--- src/hw/rtl/dtp_pkg.sv ---
// ----------------------------------------------------------------------------
// dtp_pkg: shared types, constants and helpers of the decimal token parser
// Item structs, phase codes, register indexes and code unit classification.
// ----------------------------------------------------------------------------
package dtp_pkg;

  localparam int UNIT_W      = 16;
  localparam int TEXT_W      = 64;
  localparam int LEN_W       = 3;
  localparam int MAG_W       = 32;
  localparam int PROD_W      = MAG_W + 4;
  // At most four digits are replayed when the sign resolves, so 9999 fits.
  localparam int SHORT_W     = 14;
  localparam int PHASE_W     = 3;
  localparam int ALIVE_W     = 3;
  localparam int CFG_INDEX_W = 2;
  localparam int MINUS_COUNT = 7;

  // Token phases
  localparam logic [PHASE_W-1:0] PH_LEAD   = 3'd0;
  localparam logic [PHASE_W-1:0] PH_SIGN   = 3'd1;
  localparam logic [PHASE_W-1:0] PH_DIGITS = 3'd2;
  localparam logic [PHASE_W-1:0] PH_TWS    = 3'd3;
  localparam logic [PHASE_W-1:0] PH_NUL    = 3'd4;

  // Configuration register indexes
  localparam logic [CFG_INDEX_W-1:0] CFG_POSITIVE_TEXT   = 2'd0;
  localparam logic [CFG_INDEX_W-1:0] CFG_POSITIVE_LENGTH = 2'd1;
  localparam logic [CFG_INDEX_W-1:0] CFG_NEGATIVE_TEXT   = 2'd2;
  localparam logic [CFG_INDEX_W-1:0] CFG_NEGATIVE_LENGTH = 2'd3;

  localparam logic [LEN_W-1:0] PREFIX_UNITS = 3'd4;

  localparam logic [TEXT_W-1:0] POSITIVE_TEXT_RST   = 64'd43;
  localparam logic [LEN_W-1:0]  POSITIVE_LENGTH_RST = 3'd1;
  localparam logic [TEXT_W-1:0] NEGATIVE_TEXT_RST   = 64'd45;
  localparam logic [LEN_W-1:0]  NEGATIVE_LENGTH_RST = 3'd1;

  localparam logic [UNIT_W-1:0] CU_NUL    = 16'h0000;
  localparam logic [UNIT_W-1:0] CU_SPACE  = 16'h0020;
  localparam logic [UNIT_W-1:0] CU_HYPHEN = 16'h002D;

  localparam logic [UNIT_W-1:0] MINUS_LIKE [MINUS_COUNT] = '{
    16'h2012, 16'h207B, 16'h208B, 16'h2212, 16'h2796, 16'hFE63, 16'hFF0D
  };

  localparam logic [MAG_W-1:0] NEG_LIMIT = 32'h8000_0000;
  localparam logic [MAG_W-1:0] POS_LIMIT = 32'h7FFF_FFFF;

  typedef struct packed {
    logic [UNIT_W-1:0] code_unit;
    logic              last_unit;
  } in_item_t;

  typedef struct packed {
    logic                    ok;
    logic signed [MAG_W-1:0] number_value;
  } out_item_t;

  typedef struct packed {
    logic [PHASE_W-1:0] phase;
    logic               digit_seen;
    logic               failed;
  } body_ctl_t;

  function automatic logic is_ws(input logic [UNIT_W-1:0] c);
    return (c == CU_SPACE) || (c inside {[16'd9:16'd13]});
  endfunction

  function automatic logic is_digit(input logic [UNIT_W-1:0] c);
    return c inside {[16'h0030:16'h0039]};
  endfunction

  function automatic logic is_minus_like(input logic [UNIT_W-1:0] c);
    logic hit;
    hit = 1'b0;
    for (int i = 0; i < MINUS_COUNT; i++) begin
      if (c == MINUS_LIKE[i]) hit = 1'b1;
    end
    return hit;
  endfunction

  function automatic logic [LEN_W-1:0] eff_len(input logic [LEN_W-1:0] len);
    return (len > PREFIX_UNITS) ? PREFIX_UNITS : len;
  endfunction

  function automatic logic [UNIT_W-1:0] unit_of(input logic [TEXT_W-1:0] text,
                                                input logic [1:0]        idx);
    return text[UNIT_W*idx +: UNIT_W];
  endfunction

  // Phase and flag update of the body once the sign is settled.
  function automatic body_ctl_t next_ctl(input body_ctl_t         ctl,
                                         input logic [UNIT_W-1:0] c,
                                         input logic              ovf);
    body_ctl_t n;
    n = ctl;
    if (!ctl.failed) begin
      case (ctl.phase)
        PH_DIGITS: begin
          if (is_digit(c)) begin
            n.digit_seen = 1'b1;
            if (ovf) n.failed = 1'b1;
          end else if (!ctl.digit_seen) begin
            n.failed = 1'b1;
          end else if (is_ws(c)) begin
            n.phase = PH_TWS;
          end else if (c == CU_NUL) begin
            n.phase = PH_NUL;
          end else begin
            n.failed = 1'b1;
          end
        end
        PH_TWS: begin
          if (c == CU_NUL) n.phase = PH_NUL;
          else if (!is_ws(c)) n.failed = 1'b1;
        end
        default: begin
          if (c != CU_NUL) n.failed = 1'b1;
        end
      endcase
    end
    return n;
  endfunction

endpackage

--- src/hw/rtl/decimal_int32_token_parser_unit.sv ---
// ----------------------------------------------------------------------------
// decimal_int32_token_parser_unit: UTF-16 decimal token to int32
// rst clears token state. A result goes to the output register, or the skid entry
// while that is held. One code unit per cycle while in_ready is high; the sign
// decision and the held prefix replay finish in the cycle of the deciding unit.
// ----------------------------------------------------------------------------
module decimal_int32_token_parser_unit (
  input  logic                                clk,
  input  logic                                rst,
  // input item channel
  input  logic                                in_valid,
  output logic                                in_ready,
  input  dtp_pkg::in_item_t                   in_item,
  // result item channel
  output logic                                out_valid,
  input  logic                                out_ready,
  output dtp_pkg::out_item_t                  out_item,
  // configuration write port
  input  logic                                cfg_write,
  input  logic [dtp_pkg::CFG_INDEX_W-1:0]     cfg_index,
  input  logic [dtp_pkg::TEXT_W-1:0]          cfg_data
);

  // --------------------------------------------------------------------------
  // Configuration registers: sign prefixes, first unit in the low bits.
  // --------------------------------------------------------------------------
  logic [dtp_pkg::TEXT_W-1:0] positive_text;
  logic [dtp_pkg::LEN_W-1:0]  positive_length;
  logic [dtp_pkg::TEXT_W-1:0] negative_text;
  logic [dtp_pkg::LEN_W-1:0]  negative_length;

  always_ff @(posedge clk) begin
    if (rst) begin
      positive_text   <= dtp_pkg::POSITIVE_TEXT_RST;
      positive_length <= dtp_pkg::POSITIVE_LENGTH_RST;
      negative_text   <= dtp_pkg::NEGATIVE_TEXT_RST;
      negative_length <= dtp_pkg::NEGATIVE_LENGTH_RST;
    end else if (cfg_write) begin
      case (cfg_index)
        dtp_pkg::CFG_POSITIVE_TEXT:   positive_text   <= cfg_data;
        dtp_pkg::CFG_POSITIVE_LENGTH: positive_length <= cfg_data[dtp_pkg::LEN_W-1:0];
        dtp_pkg::CFG_NEGATIVE_TEXT:   negative_text   <= cfg_data;
        dtp_pkg::CFG_NEGATIVE_LENGTH: negative_length <= cfg_data[dtp_pkg::LEN_W-1:0];
        default: ;
      endcase
    end
  end

  // --------------------------------------------------------------------------
  // Token state
  // --------------------------------------------------------------------------
  logic [dtp_pkg::PHASE_W-1:0] phase;
  logic [dtp_pkg::LEN_W-1:0]   positive_match_count;
  logic [dtp_pkg::LEN_W-1:0]   negative_match_count;
  // bit 0: positive prefix, bit 1: negative prefix, bit 2: plain hyphen
  logic [dtp_pkg::ALIVE_W-1:0] sign_candidates_alive;
  logic                        is_negative;
  logic [dtp_pkg::MAG_W-1:0]   magnitude;
  logic                        digit_seen;
  logic                        failed;

  logic [dtp_pkg::PHASE_W-1:0] phase_next;
  logic [dtp_pkg::LEN_W-1:0]   positive_match_count_next;
  logic [dtp_pkg::LEN_W-1:0]   negative_match_count_next;
  logic [dtp_pkg::ALIVE_W-1:0] sign_candidates_alive_next;
  logic                        is_negative_next;
  logic [dtp_pkg::MAG_W-1:0]   magnitude_next;
  logic                        digit_seen_next;
  logic                        failed_next;

  logic                         in_accept;
  logic [dtp_pkg::UNIT_W-1:0]   c;
  logic                         last;
  logic [dtp_pkg::LEN_W-1:0]    plen;
  logic [dtp_pkg::LEN_W-1:0]    nlen;

  // sign matching
  logic                         sign_active;
  logic [dtp_pkg::ALIVE_W-1:0]  alive_start;
  logic [dtp_pkg::LEN_W-1:0]    pc_start;
  logic [dtp_pkg::LEN_W-1:0]    nc_start;
  logic [dtp_pkg::ALIVE_W-1:0]  alive_upd;
  logic [dtp_pkg::LEN_W-1:0]    pc_upd;
  logic [dtp_pkg::LEN_W-1:0]    nc_upd;
  logic [dtp_pkg::LEN_W-1:0]    held_units;
  logic [dtp_pkg::LEN_W-1:0]    taken_units;
  logic                         src_pos;
  logic                         src_neg;
  logic [dtp_pkg::TEXT_W-1:0]   src_text;
  logic                         sign_wait;
  logic [dtp_pkg::LEN_W-1:0]    win_len;
  logic                         win_neg;

  // replay of held units plus the deciding unit, from an empty body
  logic [dtp_pkg::UNIT_W-1:0]   rp_unit [4];
  logic                         rp_en   [4];
  dtp_pkg::body_ctl_t           sh_ctl;
  logic [dtp_pkg::SHORT_W-1:0]  sh_mag;
  logic [dtp_pkg::SHORT_W-1:0]  sh_prod;

  // body path once the sign is settled
  dtp_pkg::body_ctl_t           body_ctl;
  dtp_pkg::body_ctl_t           body_ctl_next;
  logic [dtp_pkg::PROD_W-1:0]   body_prod;
  logic [dtp_pkg::PROD_W-1:0]   body_limit;
  logic                         body_ovf;

  dtp_pkg::out_item_t           result;
  logic                         result_ok;

  assign in_accept = in_valid && in_ready;
  assign c         = in_item.code_unit;
  assign last      = in_item.last_unit;
  assign plen      = dtp_pkg::eff_len(positive_length);
  assign nlen      = dtp_pkg::eff_len(negative_length);
  assign body_ctl  = '{phase: phase, digit_seen: digit_seen, failed: failed};

  // Sign prefix matching. On entry from leading whitespace the candidates are
  // set up from the registers; the hyphen candidate exists only when the
  // negative prefix is a single minus-like unit.
  always_comb begin
    sign_active = ((phase == dtp_pkg::PH_LEAD) && !dtp_pkg::is_ws(c)) ||
                  (phase == dtp_pkg::PH_SIGN);
    if (phase == dtp_pkg::PH_LEAD) begin
      alive_start = {(nlen == 3'd1) &&
                       dtp_pkg::is_minus_like(dtp_pkg::unit_of(negative_text, 2'd0)),
                     nlen != '0, plen != '0};
      pc_start    = '0;
      nc_start    = '0;
    end else begin
      alive_start = sign_candidates_alive;
      pc_start    = positive_match_count;
      nc_start    = negative_match_count;
    end

    // units already held in the sign phase
    held_units = alive_start[0] ? pc_start : (alive_start[1] ? nc_start : '0);
    src_pos    = alive_start[0];
    src_neg    = !alive_start[0] && alive_start[1] && (nc_start < nlen);
    src_text   = src_pos ? positive_text : (src_neg ? negative_text : '0);

    alive_upd = alive_start;
    pc_upd    = pc_start;
    nc_upd    = nc_start;
    if (alive_upd[0]) begin
      if ((pc_start < plen) && (c == dtp_pkg::unit_of(positive_text, pc_start[1:0])))
        pc_upd = pc_start + 3'd1;
      else
        alive_upd[0] = 1'b0;
    end
    if (alive_upd[1] && (nc_start < nlen)) begin
      if (c == dtp_pkg::unit_of(negative_text, nc_start[1:0]))
        nc_upd = nc_start + 3'd1;
      else
        alive_upd[1] = 1'b0;
    end
    // hyphen only counts as the very first sign unit
    if (alive_upd[2] && (held_units == '0) && (c != dtp_pkg::CU_HYPHEN))
      alive_upd[2] = 1'b0;
    taken_units = held_units + 3'd1;
    // a prefix cut short by the end of the token does not match
    if (last) begin
      if (alive_upd[0] && (pc_upd < plen)) alive_upd[0] = 1'b0;
      if (alive_upd[1] && (nc_upd < nlen)) alive_upd[1] = 1'b0;
    end

    // hold while a longer winning prefix may still match
    sign_wait = (alive_upd[0] && (pc_upd < plen)) ||
                (!alive_upd[0] && alive_upd[1] && (nc_upd < nlen));
    if (alive_upd[0]) begin
      win_len = plen;
      win_neg = 1'b0;
    end else if (alive_upd[1]) begin
      win_len = nlen;
      win_neg = 1'b1;
    end else if (alive_upd[2]) begin
      win_len = 3'd1;
      win_neg = 1'b1;
    end else begin
      win_len = '0;
      win_neg = 1'b0;
    end

    // Units held beyond the winning prefix go back through the body logic,
    // followed by the deciding unit.
    for (int i = 0; i < 3; i++) begin
      rp_unit[i] = dtp_pkg::unit_of(src_text, 2'(i));
      rp_en[i]   = (src_pos || src_neg) && (3'(i) >= win_len) && (3'(i + 1) < taken_units);
    end
    rp_unit[3] = c;
    rp_en[3]   = win_len < taken_units;

    sh_ctl  = '{phase: dtp_pkg::PH_DIGITS, digit_seen: 1'b0, failed: 1'b0};
    sh_mag  = '0;
    sh_prod = '0;
    for (int j = 0; j < 4; j++) begin
      if (rp_en[j]) begin
        sh_prod = (sh_mag << 3) + (sh_mag << 1) + dtp_pkg::SHORT_W'(rp_unit[j][3:0]);
        if (!sh_ctl.failed && (sh_ctl.phase == dtp_pkg::PH_DIGITS) &&
            dtp_pkg::is_digit(rp_unit[j]))
          sh_mag = sh_prod;
        sh_ctl = dtp_pkg::next_ctl(sh_ctl, rp_unit[j], 1'b0);
      end
    end
  end

  // Body path: multiply by ten, add the digit, check the int32 range.
  always_comb begin
    body_prod  = ({4'b0000, magnitude} << 3) + ({4'b0000, magnitude} << 1) +
                 dtp_pkg::PROD_W'(c[3:0]);
    body_limit = {4'b0000, is_negative ? dtp_pkg::NEG_LIMIT : dtp_pkg::POS_LIMIT};
    body_ovf   = body_prod > body_limit;
    body_ctl_next = dtp_pkg::next_ctl(body_ctl, c, body_ovf);
  end

  // Next token state and the result for a last unit
  always_comb begin
    phase_next                 = phase;
    positive_match_count_next  = positive_match_count;
    negative_match_count_next  = negative_match_count;
    sign_candidates_alive_next = sign_candidates_alive;
    is_negative_next           = is_negative;
    magnitude_next             = magnitude;
    digit_seen_next            = digit_seen;
    failed_next                = failed;

    if (sign_active) begin
      positive_match_count_next  = pc_upd;
      negative_match_count_next  = nc_upd;
      sign_candidates_alive_next = alive_upd;
      if (sign_wait) begin
        phase_next = dtp_pkg::PH_SIGN;
      end else begin
        phase_next       = sh_ctl.phase;
        digit_seen_next  = sh_ctl.digit_seen;
        failed_next      = sh_ctl.failed;
        is_negative_next = win_neg;
        magnitude_next   = {{(dtp_pkg::MAG_W - dtp_pkg::SHORT_W){1'b0}}, sh_mag};
      end
    end else if (phase != dtp_pkg::PH_LEAD) begin
      phase_next      = body_ctl_next.phase;
      digit_seen_next = body_ctl_next.digit_seen;
      failed_next     = body_ctl_next.failed;
      if (!failed && (phase == dtp_pkg::PH_DIGITS) && dtp_pkg::is_digit(c) && !body_ovf)
        magnitude_next = body_prod[dtp_pkg::MAG_W-1:0];
    end

    result_ok = !failed_next && digit_seen_next && (phase_next >= dtp_pkg::PH_DIGITS);
    result.ok = result_ok;
    if (!result_ok)
      result.number_value = '0;
    else if (is_negative_next)
      result.number_value = $signed(dtp_pkg::MAG_W'(0) - magnitude_next);
    else
      result.number_value = $signed(magnitude_next);
  end

  // Advance the token on each accepted unit; drop back to leading whitespace
  // after the last one.
  always_ff @(posedge clk) begin
    if (rst || (in_accept && last)) begin
      phase                 <= dtp_pkg::PH_LEAD;
      positive_match_count  <= '0;
      negative_match_count  <= '0;
      sign_candidates_alive <= '1;
      is_negative           <= 1'b0;
      magnitude             <= '0;
      digit_seen            <= 1'b0;
      failed                <= 1'b0;
    end else if (in_accept) begin
      phase                 <= phase_next;
      positive_match_count  <= positive_match_count_next;
      negative_match_count  <= negative_match_count_next;
      sign_candidates_alive <= sign_candidates_alive_next;
      is_negative           <= is_negative_next;
      magnitude             <= magnitude_next;
      digit_seen            <= digit_seen_next;
      failed                <= failed_next;
    end
  end

  // --------------------------------------------------------------------------
  // Result buffer: output register plus a skid entry, so input keeps flowing
  // while one result waits. Input stalls only when both entries are full.
  // --------------------------------------------------------------------------
  dtp_pkg::out_item_t skid_item;
  logic               skid_valid;
  logic               res_push;
  logic               out_free;

  assign in_ready = !skid_valid;
  assign res_push = in_accept && last;
  assign out_free = !out_valid || out_ready;

  always_ff @(posedge clk) begin
    if (rst) begin
      out_valid  <= 1'b0;
      skid_valid <= 1'b0;
    end else if (out_free) begin
      if (skid_valid) begin
        out_valid  <= 1'b1;
        skid_valid <= res_push;
      end else begin
        out_valid  <= res_push;
      end
    end else if (res_push) begin
      skid_valid <= 1'b1;
    end
  end

  always_ff @(posedge clk) begin
    if (out_free) begin
      if (skid_valid) begin
        out_item <= skid_item;
        if (res_push) skid_item <= result;
      end else if (res_push) begin
        out_item <= result;
      end
    end else if (res_push) begin
      skid_item <= result;
    end
  end

`ifndef SYNTHESIS
  a_skid_behind_out: assert property (@(posedge clk) disable iff (rst)
    skid_valid |-> out_valid)
    else $error("skid entry holds a result while the output register is empty");

  a_token_cleared: assert property (@(posedge clk) disable iff (rst)
    (in_valid && in_ready && in_item.last_unit) |=>
      (phase == dtp_pkg::PH_LEAD) && !digit_seen && !failed && (magnitude == '0))
    else $error("token state not cleared after the last unit");

  a_sign_body_empty: assert property (@(posedge clk) disable iff (rst)
    (phase == dtp_pkg::PH_SIGN) |-> (magnitude == '0) && !digit_seen && !failed)
    else $error("body state touched before the sign resolved");

  a_fail_zero: assert property (@(posedge clk) disable iff (rst)
    (out_valid && !out_item.ok) |-> (out_item.number_value == '0))
    else $error("rejected token carries a nonzero value");

  a_match_bound: assert property (@(posedge clk) disable iff (rst)
    (positive_match_count <= dtp_pkg::PREFIX_UNITS) &&
    (negative_match_count <= dtp_pkg::PREFIX_UNITS))
    else $error("prefix match count beyond prefix capacity");
`endif

endmodule

--- config.mk ---
export PLATFORM = sky130hd
export DESIGN_NAME = decimal_int32_token_parser_unit
export DESIGN_NICKNAME = d
export VERILOG_FILES = /design/src/hw/rtl/dtp_pkg.sv /design/src/hw/rtl/decimal_int32_token_parser_unit.sv
export SDC_FILE = /design/constraint.sdc
export NUM_CORES = 1
export LEC_CHECK = 0
export ABC_AREA = 1
export BUFFER_PORTS_ARGS = -buffer_cell sky130_fd_sc_hd__buf_2
export CAP_MARGIN = 20
export CORE_MARGIN = 1.5
export CORE_UTILIZATION = 50
export CTS_CLUSTER_DIAMETER = 50
export DETAILED_ROUTE_END_ITERATION = 10
export GPL_TIMING_DRIVEN = 0
export HOLD_SLACK_MARGIN = 0.12
export PLACE_DENSITY = 0.68
export SLEW_MARGIN = 20
export SYNTH_ARGS = -nofsm -noshare
export SYNTH_HDL_FRONTEND = slang
export SYNTH_SLANG_ARGS = --single-unit
--- constraint.sdc ---
create_clock -name clk -period 19.35 [get_ports clk]
set_input_delay 0.9675 -clock clk [delete_from_list [all_inputs] [get_ports clk]]
set_output_delay 0.9675 -clock clk [all_outputs]
set_load 0.03 [all_outputs]
==> metrics.md <==
| Metric | Value |
|---|---|
| Status | finished clean |
| Die area | 42,000 sq um |
| Most frequent cells after synthesis | 714 x nand2_1, 392 x inv_1, 297 x nor2_1 |
| WHS Path Cells | 2 |
| VDD IR max | 0.0000698 V |
| Main flop type after synthesis | dfxtp_1 |
| Worst-Skew Late Latency | 0.59 ns |
| Die width | 205 um |
| Least-Margin Pin Slew | 1.15 ns |
| Post-layout min period | 12.34 ns |
| Register area share after synthesis | 27.7% |
| Length in cells of the worst reg-to-reg path | 68 |
| Post-synth top area cell | dfxtp_1 |
| Antenna Violating Nets Remaining | 0 |
| Crit path top cell by count | nand2_1 |
| Grt ovf | 0 |
| Crit start category | register |
| Syn_area_per_cell | 6.54 sq um |
| Yosys warning count | 0 |
| CTS root buf | clkbuf_16 |
| CTS buffer count | 31 |
| Unrepaired setup endpoints after global routing | false |
| Yosys cell types | 66 |
| CP Class | reg2reg |
| # setup viols final | 0 |
| Fin cells | 3,826 |
| Fin. Hold Viols | 0 |
| EDFF count, synth | 66 |
| LEAKAGE | 0.0113 uW |
| IO Port Bufs | 122 |
| Hold-fix buffers, CTS | 0 |
| Period utilisation layout | 63.8% |
| Crit path buf inv count | 14 |
| Reg2reg start | positive_match_count[0] |
| Top cell type's share of synthesized area | 18.0% |
| Crit-path slowest cell | clkbuf_1 |
| Clock Path Buffers | 3 |
| R2R setup slack | 7.01 ns |
| WL per Instance | 20.7 um |
| Asr flop ratio synth | 0% |
| Max Fclk | 0.0810 GHz |
| CTS H-tree depth | 1 |
| Initial Utilization | 50.9% |
| Area growth syn-to-layout | 11.6% |
| Pre-antenna DRT Iters | 6 |
| Fin util | 56.9% |
| Max-cap violations | 0 |
| Hold EP | positive_text[63] |
| Final wirelength | 79,100 um |
| Placer Congestion | 1.03 |
| Chip Height | 205 um |
| Cell count after synthesis | 3,117 |
| Syn Nets | 3,363 |
| Iter 0 DRT Violations | 2,513 |
| Via count | 22,600 |
| R2r endpoint | skid_item[31] |
| Global-route wire length before repair | 121,000 um |
| Max-slew violations | 0 |
| Critical Path Sink Type | register |
| CP max FO | 10 |
| FP Rows | 73 |
| Min-delay src | positive_text[63] |
| Most frequent cell after synthesis | nand2_1 |
| Largest cells by area after synthesis | dfxtp_1 18%, nand2_1 13%, edfxtp_1 9.7% |
| Residual DRC | 0 |
| Cell count after placement | 3,767 |
| Clk sinks | 249 |
| Largest net degree at the start of global routing | 33 |
| Crit path max-delay family | simple AND/OR/NAND/NOR gates |
| Drt via density | 5.92 |
| Layout cells sized above 1 | 9.15% |
| Ports | 123 |
| Setup tns final | 0 ns |
| Global-route usage over all layers | 37.4% |
| Post-CTS sizing | 0 |
| Core area | 40,000 sq um |
| CTS tree | done |
| Worst Clk Skew | 0.0273 ns |
| Hold crit path type | reg2reg |
| Pwr dens | 72.5 nW/um^2 |
| Rel. slew slack | 22.4% |
| Postcts setup bufs | 0 |
| Mapped cell area | 20,400 sq um |
| Clock-pin slew on the worst setup and hold paths | 0.06 ns |
| Initial antenna violation count | 3 |
| Post-DP HPWL | 64,500 um |
| Vias in the first global route | 20,900 |
| Slowest Stage Delay on Critical Path | 0.62 ns |
| CP arrival | 12.70 ns |
| FF+latch count, synth | 249 |
| Final Net Count | 3,521 |
| Worst Path Required | 19.71 ns |
how the worst max path moves through the flow:
stage	from	to	slack (ns)	cells after the start
3_3_place_gp	positive_match_count[0]	skid_item[31]	7.59	67
6_report	positive_match_count[0]	skid_item[31]	7.01	68
2_1_floorplan	phase[1]	out_item[29]	9.92	71
3_5_place_dp	positive_match_count[0]	skid_item[31]	7.38	65
5_1_grt	positive_match_count[0]	skid_item[31]	6.13	68
4_1_cts	positive_match_count[0]	skid_item[31]	7.33	65
registers in the layout, indices dropped and copies added (netlist names), 3 cells and up:
register and count:
magnitude 32, negative_length 3, negative_match_count 3, negative_text 64, out_item 33, phase 3, positive_length 3, positive_match_count 3
positive_text 64, sign_candidates_alive 3, skid_item 33
worst min-delay path, cell delays in order, from the launching register on:
cell	delay (ns)
dfxtp_1	0.30
inv_1	0.06
a21oi_1	0.06
layer usage:
layer	part of all wire, %	GRT usage (%)	vias to the layer above
met1	45	54.3	10500
met4	3.5	12.5	4
met2	41	55.8	1148
li1	-	-	10800
met3	10	6.35	173
met5	0.029	0	-
cells in the final DEF (no fill, tap or decap), types with 13 or more instances in the layout:
cell type / Yosys / routed
nor3_1: 33 / 32
xor2_1: 37 / 37
o22ai_1: 34 / 34
clkbuf_1: 89 / 92
nand2_2: 15 / 15
o21ai_0: 237 / 237
dfxtp_1: 183 / 182
nor2_1: 297 / 295
inv_1: 392 / 392
nand4_1: 75 / 75
nand3b_1: 16 / 16
buf_2: 17 / 140
nor4_1: 20 / 19
nand2_1: 714 / 714
a31oi_1: 13 / 13
xnor2_1: 14 / 14
nand3_1: 250 / 250
clkbuf_16: 0 / 31
ha_1: 151 / 151
edfxtp_1: 66 / 66
a21oi_1: 271 / 271
o211ai_1: 30 / 30
per-stage QoR:
step / worst slack [ns] / area (sq um) / hold slack, ns / power [uW]
2_1_floorplan: 9.92 / 20400 / 0.430 / 901
3_3_place_gp: 7.59 / 21600 / 0.446 / 1050
3_5_place_dp: 7.38 / 21700 / 0.448 / 1060
4_1_cts: 7.33 / 22800 / 0.456 / 1630
5_1_grt: 6.13 / 22800 / 0.472 / 1720
6_report: 7.01 / 22800 / 0.462 / 1650
cells by family after synthesis:
group / Yosys count / share of synthesized area (%)
flip-flops: 249 / 27.7
XOR/XNOR: 51 / 2.19
adder cells (fa/ha/maj): 158 / 9.96
AND/OR/NAND/NOR: 1470 / 32.0
buffers and inverters: 534 / 10.4
multiplexers: 1 / 0.0553
AO/OA/AOI/OAI: 654 / 17.7
final cells by class:
cell class | count | area (sq um)
diodes | 1 | 2.50
clock inverters | 21 | 203
clock buffers | 37 | 828
inverters | 408 | 1530
repair buffers | 125 | 656
plain buffers | 126 | 584
fillers | 4053 | 17300
well taps | 525 | 657
flip-flops and latches | 249 | 5650
multi-input cells | 2334 | 12600
where the power goes:
| part | total (uW) | internal [uW] | switching (uW) |
|---|---|---|---|
| Clock | 587 | 337 | 250 |
| Sequential | 581 | 560 | 21.3 |
| Combinational | 482 | 136 | 346 |
| Total | 1650 | 1030 | 617 |
Note: power is estimated with default switching activity, not from simulation.
